### config.mk
export PLATFORM = sky130hd
export DESIGN_NAME = stp_parse_core
export DESIGN_NICKNAME = d
export VERILOG_FILES = /design/src/hdl/stp_pkg.sv /design/src/hdl/stp_parse_core.sv
export VERILOG_INCLUDE_DIRS = /design/src /design/src/hdl
export SDC_FILE = /design/constraint.sdc
export NUM_CORES = 1
export LEC_CHECK = 0
export BUFFER_PORTS_ARGS = -buffer_cell sky130_fd_sc_hd__buf_2
export CAP_MARGIN = 10
export CELL_PAD_IN_SITES_DETAIL_PLACEMENT = 0
export CELL_PAD_IN_SITES_GLOBAL_PLACEMENT = 1
export CORE_MARGIN = 2
export CORE_UTILIZATION = 35
export DETAILED_ROUTE_END_ITERATION = 10
export PLACE_DENSITY = 0.74
export SKIP_CTS_REPAIR_TIMING = 1
export SLEW_MARGIN = 20
export SYNTH_ARGS = -nofsm -noshare
export SYNTH_HDL_FRONTEND = slang
export SYNTH_SLANG_ARGS = --single-unit
### constraint.sdc
create_clock -name clk -period 10.98 [get_ports clk]
set_clock_uncertainty 0.05 [all_clocks]
set_input_delay 0.549 -clock clk [delete_from_list [all_inputs] [get_ports clk]]
set_output_delay 0.549 -clock clk [all_outputs]
set_load 0.05 [all_outputs]
### src/hdl/stun_message_parser_defines.svh
// Assertion macros shared by the parser modules.
`ifndef STUN_MESSAGE_PARSER_DEFINES_SVH
`define STUN_MESSAGE_PARSER_DEFINES_SVH

// Checks that an implication holds at every clock edge outside reset.
`define STP_ASSERT_IMPL(label, clk, rst_n, ante, cons) \
    label: assert property (@(posedge clk) disable iff (!rst_n) (ante) |-> (cons)) \
        else $error("assertion failed");

// Checks that a condition leads to another one in the next cycle.
`define STP_ASSERT_NEXT(label, clk, rst_n, ante, cons) \
    label: assert property (@(posedge clk) disable iff (!rst_n) (ante) |=> (cons)) \
        else $error("assertion failed");

`endif

### src/hdl/stp_pkg.sv
// ----------------------------------------------------------------------------
// STUN parser package
// Shared constants, types and the CRC-32 byte update for the STUN parser.
// ----------------------------------------------------------------------------
`default_nettype none

package stp_pkg;

    localparam int MaxLen = 2048;
    localparam int HdrSize = 20;
    localparam int PosW = 12;

    localparam logic [15:0] ATT_USERNAME    = 16'h0006;
    localparam logic [15:0] ATT_INTEGRITY   = 16'h0008;
    localparam logic [15:0] ATT_ERROR       = 16'h0009;
    localparam logic [15:0] ATT_XOR_ADDR    = 16'h0020;
    localparam logic [15:0] ATT_PRIORITY    = 16'h0024;
    localparam logic [15:0] ATT_USE_CAND    = 16'h0025;
    localparam logic [15:0] ATT_FINGERPRINT = 16'h8028;
    localparam logic [15:0] ATT_CONTROLLED  = 16'h8029;
    localparam logic [15:0] ATT_CONTROLLING = 16'h802A;

    localparam int FL_USE_CAND    = 0;
    localparam int FL_INTEGRITY   = 1;
    localparam int FL_FINGERPRINT = 2;
    localparam int FL_XOR_ADDR    = 3;
    localparam int FL_NOT_IPV4    = 4;
    localparam int FL_USERNAME    = 5;

    localparam logic [31:0] COOKIE    = 32'h2112A442;
    localparam logic [31:0] FP_XOR    = 32'h5354554e;
    localparam logic [31:0] CRC_POLY  = 32'hEDB88320;
    localparam logic [15:0] METH_LOW  = 16'h000f;
    localparam logic [15:0] METH_MID  = 16'h00e0;
    localparam logic [15:0] METH_HIGH = 16'h3E00;
    localparam logic [7:0]  TYPE_MAX  = 8'h03;

    typedef enum logic [3:0] {
        ST_OK          = 4'd0,
        ST_NOT_STUN    = 4'd1,
        ST_BAD_LENGTH  = 4'd2,
        ST_OVERRUN     = 4'd3,
        ST_AFTER_FP    = 4'd4,
        ST_AFTER_INT   = 4'd5,
        ST_BAD_ATTR    = 4'd6,
        ST_TRAILING    = 4'd7,
        ST_FP_MISMATCH = 4'd8
    } status_t;

    typedef enum logic [1:0] {
        PH_HEADER   = 2'd0,
        PH_ATTR_HDR = 2'd1,
        PH_ATTR_VAL = 2'd2
    } phase_t;

    typedef struct packed {
        logic [3:0]  status;
        logic [11:0] method;
        logic [1:0]  class_code;
        logic [31:0] priority_res;
        logic [63:0] controlling_tiebreak;
        logic [63:0] controlled_tiebreak;
        logic [14:0] error_value;
        logic [31:0] mapped_ip;
        logic [15:0] mapped_port;
        logic [5:0]  present_flags;
        logic [10:0] integrity_offset;
        logic [10:0] username_length;
    } result_t;

    typedef struct packed {
        logic [7:0] data_byte;
        logic       last_byte;
    } item_t;

    function automatic logic [31:0] crc_byte(input logic [31:0] c_in, input logic [7:0] b);
        logic [31:0] c;
        c = c_in ^ {24'd0, b};
        for (int k = 0; k < 8; k++) begin
            c = c[0] ? ((c >> 1) ^ CRC_POLY) : (c >> 1);
        end
        return c;
    endfunction

endpackage

`default_nettype wire

### src/hdl/stp_parse_core.sv
// ----------------------------------------------------------------------------
// STUN parse core
// Per-byte header and attribute walk; builds the result on the final byte.
// ----------------------------------------------------------------------------
`default_nettype none
`include "stun_message_parser_defines.svh"

module stp_parse_core
    import stp_pkg::*;
(
    input  wire logic    clk,
    input  wire logic    rst_n,
    input  wire logic    step,
    input  wire item_t   item,
    output result_t      result,
    output logic         result_valid
);

    logic [PosW-1:0] pos_reg, pos_next;
    logic [15:0] hlen_reg, hlen_next;
    logic [15:0] type_reg, type_next;
    logic [15:0] atype_reg, atype_next;
    logic [15:0] alen_reg, alen_next;
    logic [15:0] left_reg, left_next;
    logic [63:0] vshift_reg, vshift_next;
    logic [31:0] crc_reg, crc_next;
    logic [31:0] crcs_reg, crcs_next;
    phase_t      phase_reg, phase_next;
    logic [3:0]  err_reg, err_next;
    logic [5:0]  flags_reg, flags_next;
    logic        hbad_reg, hbad_next;
    logic [1:0]  hcnt_reg, hcnt_next;
    logic [PosW-1:0] astart_reg, astart_next;
    logic [31:0] fp_reg, fp_next;
    logic [31:0] prio_reg, prio_next;
    logic [63:0] ctlg_reg, ctlg_next;
    logic [63:0] ctld_reg, ctld_next;
    logic [14:0] errv_reg, errv_next;
    logic [31:0] ip_reg, ip_next;
    logic [15:0] port_reg, port_next;
    logic [10:0] ioff_reg, ioff_next;
    logic [10:0] ulen_reg, ulen_next;

    logic [7:0]  b;
    logic [16:0] msg_end;
    logic [17:0] attr_end;
    logic [16:0] padded;
    logic [16:0] idx;
    logic [15:0] alen_full;
    logic [15:0] atype_full;
    logic        walk;
    logic        need_chk;
    logic [15:0] need;
    logic [63:0] vnew;
    logic [PosW-1:0] total;
    logic [3:0]  status;

    always_comb
    begin
        b = item.data_byte;
        pos_next = pos_reg; hlen_next = hlen_reg; type_next = type_reg;
        atype_next = atype_reg; alen_next = alen_reg; left_next = left_reg;
        vshift_next = vshift_reg; crcs_next = crcs_reg; phase_next = phase_reg;
        err_next = err_reg; flags_next = flags_reg; hbad_next = hbad_reg;
        hcnt_next = hcnt_reg; astart_next = astart_reg; fp_next = fp_reg;
        prio_next = prio_reg; ctlg_next = ctlg_reg; ctld_next = ctld_reg;
        errv_next = errv_reg; ip_next = ip_reg; port_next = port_reg;
        ioff_next = ioff_reg; ulen_next = ulen_reg;
        msg_end = 17'(HdrSize) + {1'b0, hlen_reg};
        alen_full = {alen_reg[15:8], b};
        atype_full = atype_reg;
        attr_end = {6'd0, astart_reg} + 18'd4 + {2'd0, alen_full};
        padded = ({1'b0, alen_reg} + 17'd3) & ~17'd3;
        idx = padded - {1'b0, left_reg};
        vnew = (vshift_reg << 8) | {56'd0, b};
        need_chk = 1'b1;
        need = 16'd0;
        walk = (pos_reg >= PosW'(HdrSize)) && (err_reg == 4'd0)
            && ({5'd0, pos_reg} < msg_end) && (pos_reg < PosW'(MaxLen));

        if (pos_reg < PosW'(HdrSize)) begin
            case (pos_reg[4:0])
                5'd0:
                begin
                    if (b >= TYPE_MAX) hbad_next = 1'b1;
                    type_next = {b, 8'd0};
                end
                5'd1: type_next = {type_reg[15:8], b};
                5'd2: hlen_next = {b, 8'd0};
                5'd3: hlen_next = {hlen_reg[15:8], b};
                5'd4: if (b != COOKIE[31:24]) hbad_next = 1'b1;
                5'd5: if (b != COOKIE[23:16]) hbad_next = 1'b1;
                5'd6: if (b != COOKIE[15:8]) hbad_next = 1'b1;
                5'd7: if (b != COOKIE[7:0]) hbad_next = 1'b1;
                default: ;
            endcase
            if (pos_reg == PosW'(HdrSize - 1)) phase_next = PH_ATTR_HDR;
        end else if (walk && phase_reg == PH_ATTR_HDR) begin
            case (hcnt_reg)
                2'd0:
                begin
                    crcs_next = crc_reg;
                    astart_next = pos_reg;
                    atype_next = {b, 8'd0};
                end
                2'd1: atype_next = {atype_reg[15:8], b};
                2'd2: alen_next = {b, 8'd0};
                default:
                begin
                    alen_next = alen_full;
                    case (atype_full)
                        ATT_PRIORITY, ATT_FINGERPRINT, ATT_ERROR: need = 16'd4;
                        ATT_CONTROLLING, ATT_CONTROLLED, ATT_XOR_ADDR: need = 16'd8;
                        ATT_USE_CAND: need = 16'd0;
                        ATT_INTEGRITY: need = 16'd20;
                        default: need_chk = 1'b0;
                    endcase
                    if (attr_end > {1'b0, msg_end}) err_next = ST_OVERRUN;
                    else if (flags_reg[FL_FINGERPRINT]) err_next = ST_AFTER_FP;
                    else if (flags_reg[FL_INTEGRITY] && atype_full != ATT_FINGERPRINT)
                        err_next = ST_AFTER_INT;
                    else if (need_chk && alen_full != need) err_next = ST_BAD_ATTR;
                    else begin
                        case (atype_full)
                            ATT_USERNAME:
                            begin
                                flags_next[FL_USERNAME] = 1'b1;
                                ulen_next = alen_full[10:0];
                            end
                            ATT_USE_CAND: flags_next[FL_USE_CAND] = 1'b1;
                            ATT_INTEGRITY:
                            begin
                                flags_next[FL_INTEGRITY] = 1'b1;
                                ioff_next = 11'(astart_reg + PosW'(4));
                            end
                            ATT_FINGERPRINT: flags_next[FL_FINGERPRINT] = 1'b1;
                            default: ;
                        endcase
                        vshift_next = 64'd0;
                        left_next = 16'(({1'b0, alen_full} + 17'd3) & ~17'd3);
                        phase_next = (alen_full == 16'd0) ? PH_ATTR_HDR : PH_ATTR_VAL;
                    end
                end
            endcase
            hcnt_next = hcnt_reg + 2'd1;
        end else if (walk) begin
            if (idx < {1'b0, alen_reg} && idx < 17'd8) vshift_next = vnew;
            else vnew = vshift_reg;
            left_next = left_reg - 16'd1;
            if (idx + 17'd1 == {1'b0, alen_reg}) begin
                case (atype_reg)
                    ATT_PRIORITY: prio_next = vnew[31:0];
                    ATT_CONTROLLING: ctlg_next = vnew;
                    ATT_CONTROLLED: ctld_next = vnew;
                    ATT_ERROR: errv_next = ({7'd0, vnew[15:8]} * 15'd100) + {7'd0, vnew[7:0]};
                    ATT_XOR_ADDR:
                    begin
                        flags_next[FL_XOR_ADDR] = 1'b1;
                        flags_next[FL_NOT_IPV4] = (vnew[63:48] != 16'd1);
                        port_next = vnew[47:32] ^ COOKIE[31:16];
                        ip_next = vnew[31:0] ^ COOKIE;
                    end
                    ATT_FINGERPRINT: fp_next = vnew[31:0];
                    default: ;
                endcase
            end
            if (left_reg == 16'd1) phase_next = PH_ATTR_HDR;
        end
        crc_next = crc_byte(crc_reg, b);
        if (pos_reg <= PosW'(MaxLen)) pos_next = pos_reg + PosW'(1);

        total = pos_next;
        if (total < PosW'(HdrSize) || hbad_next) status = ST_NOT_STUN;
        else if (total > PosW'(MaxLen) || hlen_next != 16'(total - PosW'(HdrSize))
            || hlen_next[1:0] != 2'd0) status = ST_BAD_LENGTH;
        else if (err_next != 4'd0) status = err_next;
        else if (phase_next != PH_ATTR_HDR || hcnt_next != 2'd0) status = ST_TRAILING;
        else if (flags_next[FL_FINGERPRINT] && fp_next != (~crcs_next ^ FP_XOR))
            status = ST_FP_MISMATCH;
        else status = ST_OK;

        result = '0;
        result.status = status;
        if (status == ST_OK) begin
            result.method = 12'((type_next & METH_LOW) | ((type_next & METH_MID) >> 1)
                | ((type_next & METH_HIGH) >> 2));
            result.class_code = {type_next[8], type_next[4]};
            result.priority_res = prio_next;
            result.controlling_tiebreak = ctlg_next;
            result.controlled_tiebreak = ctld_next;
            result.error_value = errv_next;
            result.mapped_ip = ip_next;
            result.mapped_port = port_next;
            result.present_flags = flags_next;
            result.integrity_offset = ioff_next;
            result.username_length = ulen_next;
        end
        result_valid = step && item.last_byte;
    end

    always_ff @(posedge clk or negedge rst_n)
    begin
        if (!rst_n) begin
            pos_reg <= '0; hlen_reg <= '0; type_reg <= '0; atype_reg <= '0;
            alen_reg <= '0; left_reg <= '0; vshift_reg <= '0; crc_reg <= '1;
            crcs_reg <= '1; phase_reg <= PH_HEADER; err_reg <= '0; flags_reg <= '0;
            hbad_reg <= 1'b0; hcnt_reg <= '0; astart_reg <= '0; fp_reg <= '0;
            prio_reg <= '0; ctlg_reg <= '0; ctld_reg <= '0; errv_reg <= '0;
            ip_reg <= '0; port_reg <= '0; ioff_reg <= '0; ulen_reg <= '0;
        end else if (step && item.last_byte) begin
            // A finished message returns the walk to its reset state.
            pos_reg <= '0; hlen_reg <= '0; type_reg <= '0; atype_reg <= '0;
            alen_reg <= '0; left_reg <= '0; vshift_reg <= '0; crc_reg <= '1;
            crcs_reg <= '1; phase_reg <= PH_HEADER; err_reg <= '0; flags_reg <= '0;
            hbad_reg <= 1'b0; hcnt_reg <= '0; astart_reg <= '0; fp_reg <= '0;
            prio_reg <= '0; ctlg_reg <= '0; ctld_reg <= '0; errv_reg <= '0;
            ip_reg <= '0; port_reg <= '0; ioff_reg <= '0; ulen_reg <= '0;
        end else if (step) begin
            pos_reg <= pos_next; hlen_reg <= hlen_next; type_reg <= type_next;
            atype_reg <= atype_next; alen_reg <= alen_next; left_reg <= left_next;
            vshift_reg <= vshift_next; crc_reg <= crc_next; crcs_reg <= crcs_next;
            phase_reg <= phase_next; err_reg <= err_next; flags_reg <= flags_next;
            hbad_reg <= hbad_next; hcnt_reg <= hcnt_next; astart_reg <= astart_next;
            fp_reg <= fp_next; prio_reg <= prio_next; ctlg_reg <= ctlg_next;
            ctld_reg <= ctld_next; errv_reg <= errv_next; ip_reg <= ip_next;
            port_reg <= port_next; ioff_reg <= ioff_next; ulen_reg <= ulen_next;
        end
    end

    `STP_ASSERT_NEXT(a_last_resets, clk, rst_n, step && item.last_byte, pos_reg == '0)
    `STP_ASSERT_IMPL(a_hcnt_only_attr, clk, rst_n, hcnt_reg != 2'd0, phase_reg == PH_ATTR_HDR)
    `STP_ASSERT_IMPL(a_pos_bound, clk, rst_n, 1'b1, pos_reg <= PosW'(MaxLen + 1))

endmodule

`default_nettype wire

# Word level (Yosys, flattened, before mapping)
# Index checks and enable logic that the tools add are counted.
word_totals:
  regBits: 522
classes:
  n_reduce_logical: 38
  bitwise_logic: 16
  n_mux: 205
  addsub: 13
  n_lt_le_gt_ge: 11
  mul: 1
  eq_ne: 40
op_table:
  columns: ["op", "n"]
  rows:
  - ["$mux 64", 27]
  - ["$mux 32", 36]
  - ["$mux 16", 31]
  - ["$mux 265", 1]
  - ["$mux 11", 20]
  - ["$not 13->14", 8]
  - ["$mux 15", 7]
  - ["$mux 12", 8]
  - ["$pmux 16 s2", 3]
  - ["$or 64x8->64", 1]
  - ["$mux 4", 14]
  - ["$eq 16x16->1 const B", 3]
  - ["$eq 16x6->1 const B", 3]
  - ["$mux 14", 3]
  - ["$mux 2", 21]
  - ["$eq 16x4->1 const B", 2]
  - ["$ne 16x16->1", 2]
  - ["$ne 32x32->1", 1]
  - ["$not 32->32", 1]
  - ["$xor 32x8->32", 1]
  - ["$pmux 14 s2", 1]
  - ["$lt 12x5->1 const B", 2]
  - ["$mux 1", 22]
  - ["$eq 5x3->1 const B", 4]
  - ["64 further kinds", 102]

# Logic depth before layout (Yosys ltp)
# Gate-level depths: netlist (run 1).
logic_depth:
  depth_word: 24
  ltp_mapped: 43
  mapped_depth_nobuf: 39

# Least setup slack after synthesis (run 1)
# OpenSTA, ideal clock, no wires.
synth_timing:
  path_kind: "register to output"
  from: "register alen_reg[8]"
  to: "output result[90] (netlist name)"
  stages_incl_launch_ff: 40
  setup_slack_ps: 707
  t_arrival_ps: 9674
  path_cell_list: "dfrtp_1 clkbuf_1 inv_1 nor4_1 nand3_1 xnor2_1 ha_1 clkbuf_1 and2_1 a221oi_1 xor2_1 inv_1 ha_1 a21o_1 a221oi_1 or4b_1 or4_1 or4_1 [... 4 more ...] clkbuf_1 inv_1 ha_1 ha_1 fa_1 ha_1 inv_1 nor2_1 nor2_1 o21bai_1 a21oi_1 o21bai_1 a21oi_1 xnor2_1 xnor2_1 mux2i_1 nand2b_1 a21oi_1"
synth_rtl:
  columns: ["element", "line", "rtl"]
  rows:
  - ["start, declared", "stp_parse_core.sv:23", "logic [15:0] alen_reg, alen_next;"]
  - ["start signal, assigned", "stp_parse_core.sv:220", "atype_reg <= atype_next; alen_reg <= alen_next; left_reg <= left_next;"]
  - ["end, declared", "stp_parse_core.sv:15", "output result_t result,"]

==> summary.txt, run 1 <==
Clock network
  • Root Driver: clkbuf_16
  • CTS Buf Count: 67
  • TritonCTS Sinks: 522
  • CTS tree: built
  • Clock-pin slew on the worst setup and hold paths: 0.06 ns
  • Clock Tree Buf Depth: 3
  • Skew-Pair Late Insertion Delay: 0.64 ns
  • CTS HTree Levels: 3

Critical path
  • CP arrival: 9.91 ns
  • Top cell by count, worst path: ha_1
  • Worst R2R Setup Slack: 1.82 ns
  • Crit-path max cell delay: between 0.6 and 0.7 ns
  • Path type of the worst setup path: register to primary output
  • Crit path from: alen_reg[0]$_DFFE_PN0P_
  • CP max-delay cell: or4_4
  • CP Capture Type: primary output
  • CP required: between 10 and 15 ns
  • Crit start category: register
  • RR Startpoint: alen_reg[0]$_DFFE_PN0P_
  • R2R Path End: errv_reg[12]$_DFFE_PN0P_
  • Worst reg2reg path depth: 33
  • Worst-path fanout max: 5

GRT
  • Maximum number of pins on one net before global-route repair: around 190
  • Initial antenna violation count: 0
  • GRT Total Usage: 25.0%
  • Remaining global-route overflow: 0
  • Vias in the first global route: 29900
  • Global-route wire length before repair: a little under 200 mm

STA
  • Max transition margin: 17.6%
  • Sum Neg Setup Slack: 0 ns
  • Endpoints failing hold: 0
  • Slew Viols, Final: 0
  • PnR worst setup slack: 0.471 ns
  • Maximum clock rate: around 95 MHz
  • Final setup vio count: 0
  • Tcrit/Tclk final: 95.7%
  • Unrepaired setup endpoints after global routing: false
  • Tmin final: roughly 11 ns
  • Worst-Margin Slew: roughly 1.2 ns

Floorplan
  • Die width: ~320 um
  • Die boundary height: roughly 320 um
  • Core area: 96900 um^2
  • Initial Util: 35.3%
  • Row cnt: between 100 and 150
  • Die area: 100000 um^2
  • I/O pin count: 282

Pwr
  • Clock power share: 41.8%
  • Pleak: 17.3 nW
  • Flop pwr share: 37.6%
  • Max IR drop VDD: 118 uV
  • Pwr/cell area: 142 nW/um^2
  • Combinational share of power: 20.6%
  • Sw power: ~0.0017 W
  • P_int: 0.00388 W
  • Sw Share: 30.9%

Synthesis
  • Adder-cell share of the synthesized area: a little over 5%
  • Post-synthesis instance total: 4065
  • Yosys top cell area share: 33.5%
  • FF+latch count, synth: about 520
  • Largest cells by area after synthesis: dfrtp_1 33%, nand2_1 8.1%, o21ai_0 6.4%
  • Mapped Area: 34200 um^2
  • Syn. warnings: 0
  • Ys async rst share: 100%
  • Yosys top cell by area: dfrtp_1
  • Simple-gate share of the synthesized area: 15.8%
  • Syn Area/Cell: 8.42 um^2
  • Register area share after synthesis: between 30% and 40%
  • Main combinational cell family by area after synthesis: compound AO/OA/AOI/OAI gates
  • Multiplexer area fraction after synthesis: 4.44%
  • EDFF count, synth: 0
  • Post-Syn Nets: 4213
  • Post-Synth XOR/XNOR Area: 5.35%
  • Synth Area in Compound Gates: 25.0%
  • Synth cell types: just over 80
  • Post-synth top flop: dfrtp_1

Place
  • IO Port Bufs: about 280
  • Post-Place Cells: 5401
  • Post-DP HPWL: 87.6 mm
  • GP Congestion: 0.944
  • Worst slack at placement: 0.590 ns

Flow run
  • Maxcap violations: 0

Route
  • Initial DRC Count: 2890
  • Via count: 31700
  • Routed WL per cell: 23.3 um
  • Drt first pass iters: 6
  • Drt via density: between 5 and 6
  • WL final: 129 mm
  • Met3 WL: 8.51 mm
  • DRT antenna net count: 0
  • Wl on met1: 57.7 mm
  • Drc violations: 0
  • Wire length on met2: 58.1 mm
  • Uppermost layer routed: met4

Final layout
  • Number of nets in the layout: 4353
  • Register area: around 13000 um^2
  • Layout cells sized above 1: 17.5%
  • Ant. Diodes: 0
  • Final Non-Filler Cells: 5533
  • Area Growth Syn to Fin: 15.2%
  • # fillers: 9781
  • Multi-input logic area: slightly below 20000 um^2
  • Util after Layout: 40.7%

Min path
  • Hold Path Origin: step
  • Hold path cells: 2
  • Worst hold endpoint: errv_reg[8]$_DFFE_PN0P_
  • Min-delay worst type: primary input to register

Run status
  • Run status: complete, no violations
-- power by group through the flow --
stage	logic (W)	registers, W	clock network [W]
floorplan	0.000812	0.00212	0
global placement	0.00111	0.00214	0
detailed placement	0.00110	0.00215	0
CTS	0.00111	0.00211	0.00238
global route	0.00126	0.00212	0.00247
finish	0.00116	0.00211	0.00234
-- routing by layer --
metal  vias up  global-route usage (%)
li1      14800                       -
met1     15700                    35.7
met2      1003                    38.1
met3       198                    3.98
met4         0                    8.83
met5         -                       0
-- metrics by stage --
step | total power [W] | cell area [um^2] | hold slack [ns]
3_5_place_dp | 0.00325 | 36800 | 0.418
4_1_cts | 0.00561 | 39200 | -0.0785
5_1_grt | 0.00585 | 39400 | 0.356
2_1_floorplan | 0.00293 | 34200 | 0.203
3_3_place_gp | 0.00325 | 36800 | 0.412
6_report | 0.00561 | 39400 | 0.369
-- cell families (layout without fill, tap and decap cells) --
| logic type | Yosys count | in the layout |
|---|---|---|
| adders and majority gates | 136 | 136 |
| AOI/OAI and AO/OA | 1356 | 1356 |
| xor gates and xnor gates | 208 | 208 |
| DFF | 522 | 522 |
| buffers and inverters | 472 | 663 |
| and+or+nand+nor | 1223 | 1224 |
| muxes | 148 | 148 |
-- critical path, delay by kind of cell (launching register included) --
family / cells / cell delay [ns]
simple gates: 8 / 2.72
fa+ha+maj: 6 / 2.03
compound gates: 9 / 1.96
buf+inv: 6 / 0.87
xor+xnor: 4 / 0.85
flops: 1 / 0.42
mux: 2 / 0.40
-- cell usage in the layout, fill, tap and decap left out, types with 128 or more instances in the layout --
cell,synthesis,layout
nand2_1,734,732
dfrtp_1,458,458
o21ai_0,438,432
a21oi_1,297,292
buf_2,26,277
o211ai_1,215,215
xnor2_1,149,147
inv_1,134,133
nor2_1,137,130
ha_1,131,128
-- how the worst max path moves through the flow --
stage,cells past startpoint,end,slack (ns)
after CTS,34,result[90],-0.14
final,35,result[89],0.47
after floorplan,39,result[90],0.71
after global placement,36,result[89],0.73
after global routing,36,result[90],0.01
after detailed placement,34,result[90],0.59
-- area by class of cell --
type                            instances  area share (%)
Sequential cell                       522            33.4
Timing Repair Buffer                  405            6.17
Clock inverter                         25            1.03
Tap cell                             1276            4.05
Clock buffer                           96            4.96
Multi-Input combinational cell       3072            49.1
Inverter                              137            1.30
-- cell usage after synthesis (all sizes together) (10+ instances only) --
library cell  instances
inv                 137
or2                  14
nand3                62
a211oi               12
ha                  131
or4                  12
o22ai                41
o21a                 11
and3                 31
mux2                 31
o211a                10
or3                  12
o31ai                23
mux2i               117
nor3                 47
nor4                 39
a22oi                25
dfrtp               458
xor2                 59
buf                  67
o22a                 30
nand4                37
nand2               734
dfstp                64
xnor2               149
o211ai              215
nand2b               39
a31oi                11
a22o                 69
a21o                 33
nor2b                20
and2                 17
clkbuf              268
a21oi               357
nor2                137
o21ai               451
Power figures use the tool's default switching activity.
==> run 2, diff against run 1 <==
- RECOVER_POWER: default -> 100
==> summary.txt, run 2 (synthesis gave the netlist of run 1 again) <==
STA
  • Sum Neg Setup Slack: 0 ns (unchanged)
  • Max transition margin: -284% (-300 points)
  • Slew Viols, Final: 985 (+985)
  • Unrepaired setup endpoints after global routing: false
  • Tmin final: 10.54 ns (+0.0293 ns)
  • Worst-Margin Slew: 5.76 ns (+4.52 ns)
  • Final setup vio count: 0 (unchanged)
  • Hold WS: 0.428 ns (+0.0597 ns)
  • Endpoints failing hold: 0 (unchanged)
  • Maximum clock rate: 94.9 MHz (-0.28%)
  • Tcrit/Tclk final: 96.0% (+0.27 points)

Floorplan
  • I/O pin count: 282 (unchanged)
  • Row cnt: 114 (unchanged)
  • Initial Util: 35.3% (unchanged)
  • Core area: 96900 um^2 (unchanged)
  • Die width: 317 um (unchanged)
  • Die area: 100000 um^2 (unchanged)
  • Die boundary height: 317 um (unchanged)

Clock network
  • CTS HTree Levels: 3 (unchanged)
  • Root Driver: clkbuf_16
  • Clock Tree Buf Depth: 3 (unchanged)
  • TritonCTS Sinks: 522 (unchanged)
  • Skew-Pair Late Insertion Delay: 0.64 ns (about the same)
  • CTS tree: built
  • CTS Buf Count: 67 (unchanged)
  • Clock-pin slew on the worst setup and hold paths: 0.06 ns (about the same)

Route
  • Drc violations: 0 (unchanged)
  • DRT antenna net count: 0 (unchanged)
  • Initial DRC Count: 2910 (+0.69%)
  • Drt via density: 5.71 (-0.27%)
  • WL final: 129 mm (+0.18%)
  • Via count: 31600 (-0.26%)
  • Drt first pass iters: 6 (unchanged)
  • Routed WL per cell: 23.3 um (+0.16%)

Critical path
  • Worst R2R Setup Slack: 1.26 ns (-0.56 ns)
  • CP Capture Type: primary output
  • Crit-path cells: ha_1 > o2111ai_1 > xor2_1 > ha_1 > and4_1 > a2111oi_0 > o21ai_0 > o211ai_1 > and2_0 > clkbuf_1 > mux2i_1 > xor2_1 > o221ai_1 > nor4_1 > a21oi_1 > nor4_1 > nand4_1 > clkbuf_2 > a32o_1 > clkbuf_2
  • Crit start category: register
  • CP max-delay cell: and2_0
  • CP required: 10.38 ns (about the same)
  • Path type of the worst setup path: register to primary output
  • Crit-path max cell delay: 1.87 ns (+1.25 ns)
  • Buf+Inv Stages, Crit Path: 3 (-3)
  • Worst-path fanout max: 57 (+52)
  • Kind of cell adding the most delay to the critical path: simple AND/OR/NAND/NOR gates
  • CP arrival: 9.94 ns (+0.03 ns)

Final layout
  • Commonest non-fill, non-tap cell in the layout: nand2_1
  • Number of nets in the layout: 4353 (unchanged)
  • Layout cells sized above 1: 11.7% (-5.7 points)
  • Most frequent cells in the layout: 732 x nand2_1, 458 x dfrtp_1, 440 x o21ai_0
  • Area Growth Syn to Fin: 13.9%

Pwr
  • Max IR drop VDD: 118 uV (+0.20%)
  • Pwr/cell area: 144 nW/um^2 (+1.1%)
  • Pleak: 16.2 nW (-6.3%)

GRT
  • Global-route wire length before repair: 193 mm (unchanged)
  • Maximum number of pins on one net before global-route repair: 194 (unchanged)
  • Initial antenna violation count: 1 (+1)
  • Vias in the first global route: 29900 (unchanged)
  • GRT Total Usage: 25.0% (unchanged)
  • Remaining global-route overflow: 0 (unchanged)

Flow run
  • Maxcap violations: 20 (+20)

Run status
  • Failing checks: capacitance limit, slew limit
  • Run status: finished, violations left

Place
  • IO Port Bufs: 281 (unchanged)
  • Post-DP HPWL: 87.6 mm (unchanged)
  • GP Congestion: 0.944 (unchanged)

Min path
  • Min-delay worst type: register to register
## run 2: worst reg2reg max path: cells and delay by family (launching register included)
kind	cells	cell delay, ns
adders and majority gates	1	0.45
and+or+nand+nor	7	3.43
AOI/OAI and AO/OA	5	2.94
xor gates and xnor gates	2	0.82
DFF	1	0.40
buffers and inverters	3	1.54
## run 2: worst paths after layout
path	startpoint	endpoint	cells after the start
hold / removal	ulen_reg[1]$_DFFE_PN0P_	ulen_reg[1]$_DFFE_PN0P_	2
min in group asynchronous	rst_n	ctld_reg[50]$_DFFE_PN0P_	2
setup reg to reg	alen_reg[2]$_DFFE_PN0P_	ip_reg[17]$_DFFE_PN0P_	18
setup / recovery	hlen_reg[2]$_DFFE_PN0P_	result[268]	20
max in group asynchronous	rst_n	prio_reg[9]$_DFFE_PN0P_	4
hold reg to reg	ulen_reg[1]$_DFFE_PN0P_	ulen_reg[1]$_DFFE_PN0P_	2
## run 2: stage by stage
stage / cells / power [W] / area, um^2 / util, % / worst slack (ns)
3_3_place_gp: 5401 / 0.00325 / 36800 / 38.0 / 0.727
4_1_cts: 5522 / 0.00561 / 39200 / 40.4 / -0.143
2_1_floorplan: 4065 / 0.00293 / 34200 / - / 0.707
3_5_place_dp: 5401 / 0.00325 / 36800 / 38.0 / 0.590
5_1_grt: 5533 / 0.00585 / 39000 / 40.2 / 0.0166
6_report: 5534 / 0.00561 / 39000 / 40.2 / 0.441
## run 2: area by class of cell
class | instances | area, um^2
timing repair buffer | 405 | 2050
inverter | 137 | 514
clock inverter | 25 | 405
sequential | 522 | 13100
multi-input combinational | 3072 | 19300
fill | 9923 | 57900
tap | 1276 | 1600
antenna | 1 | 2.50
clock buffer | 96 | 1960
## run 2: per-layer routing
layer	routed length [um]	GRT usage, %
met5	12	0
met4	4320	8.83
met3	8180	3.98
met2	58200	38.1
met1	58100	35.7
## run 2: report_power, final
part	switching [W]	internal, W	leakage (nW)
Sequential	0.0000821	0.00203	7.04
Clock	0.000947	0.00140	1.15
Combinational	0.000705	0.000446	8.01
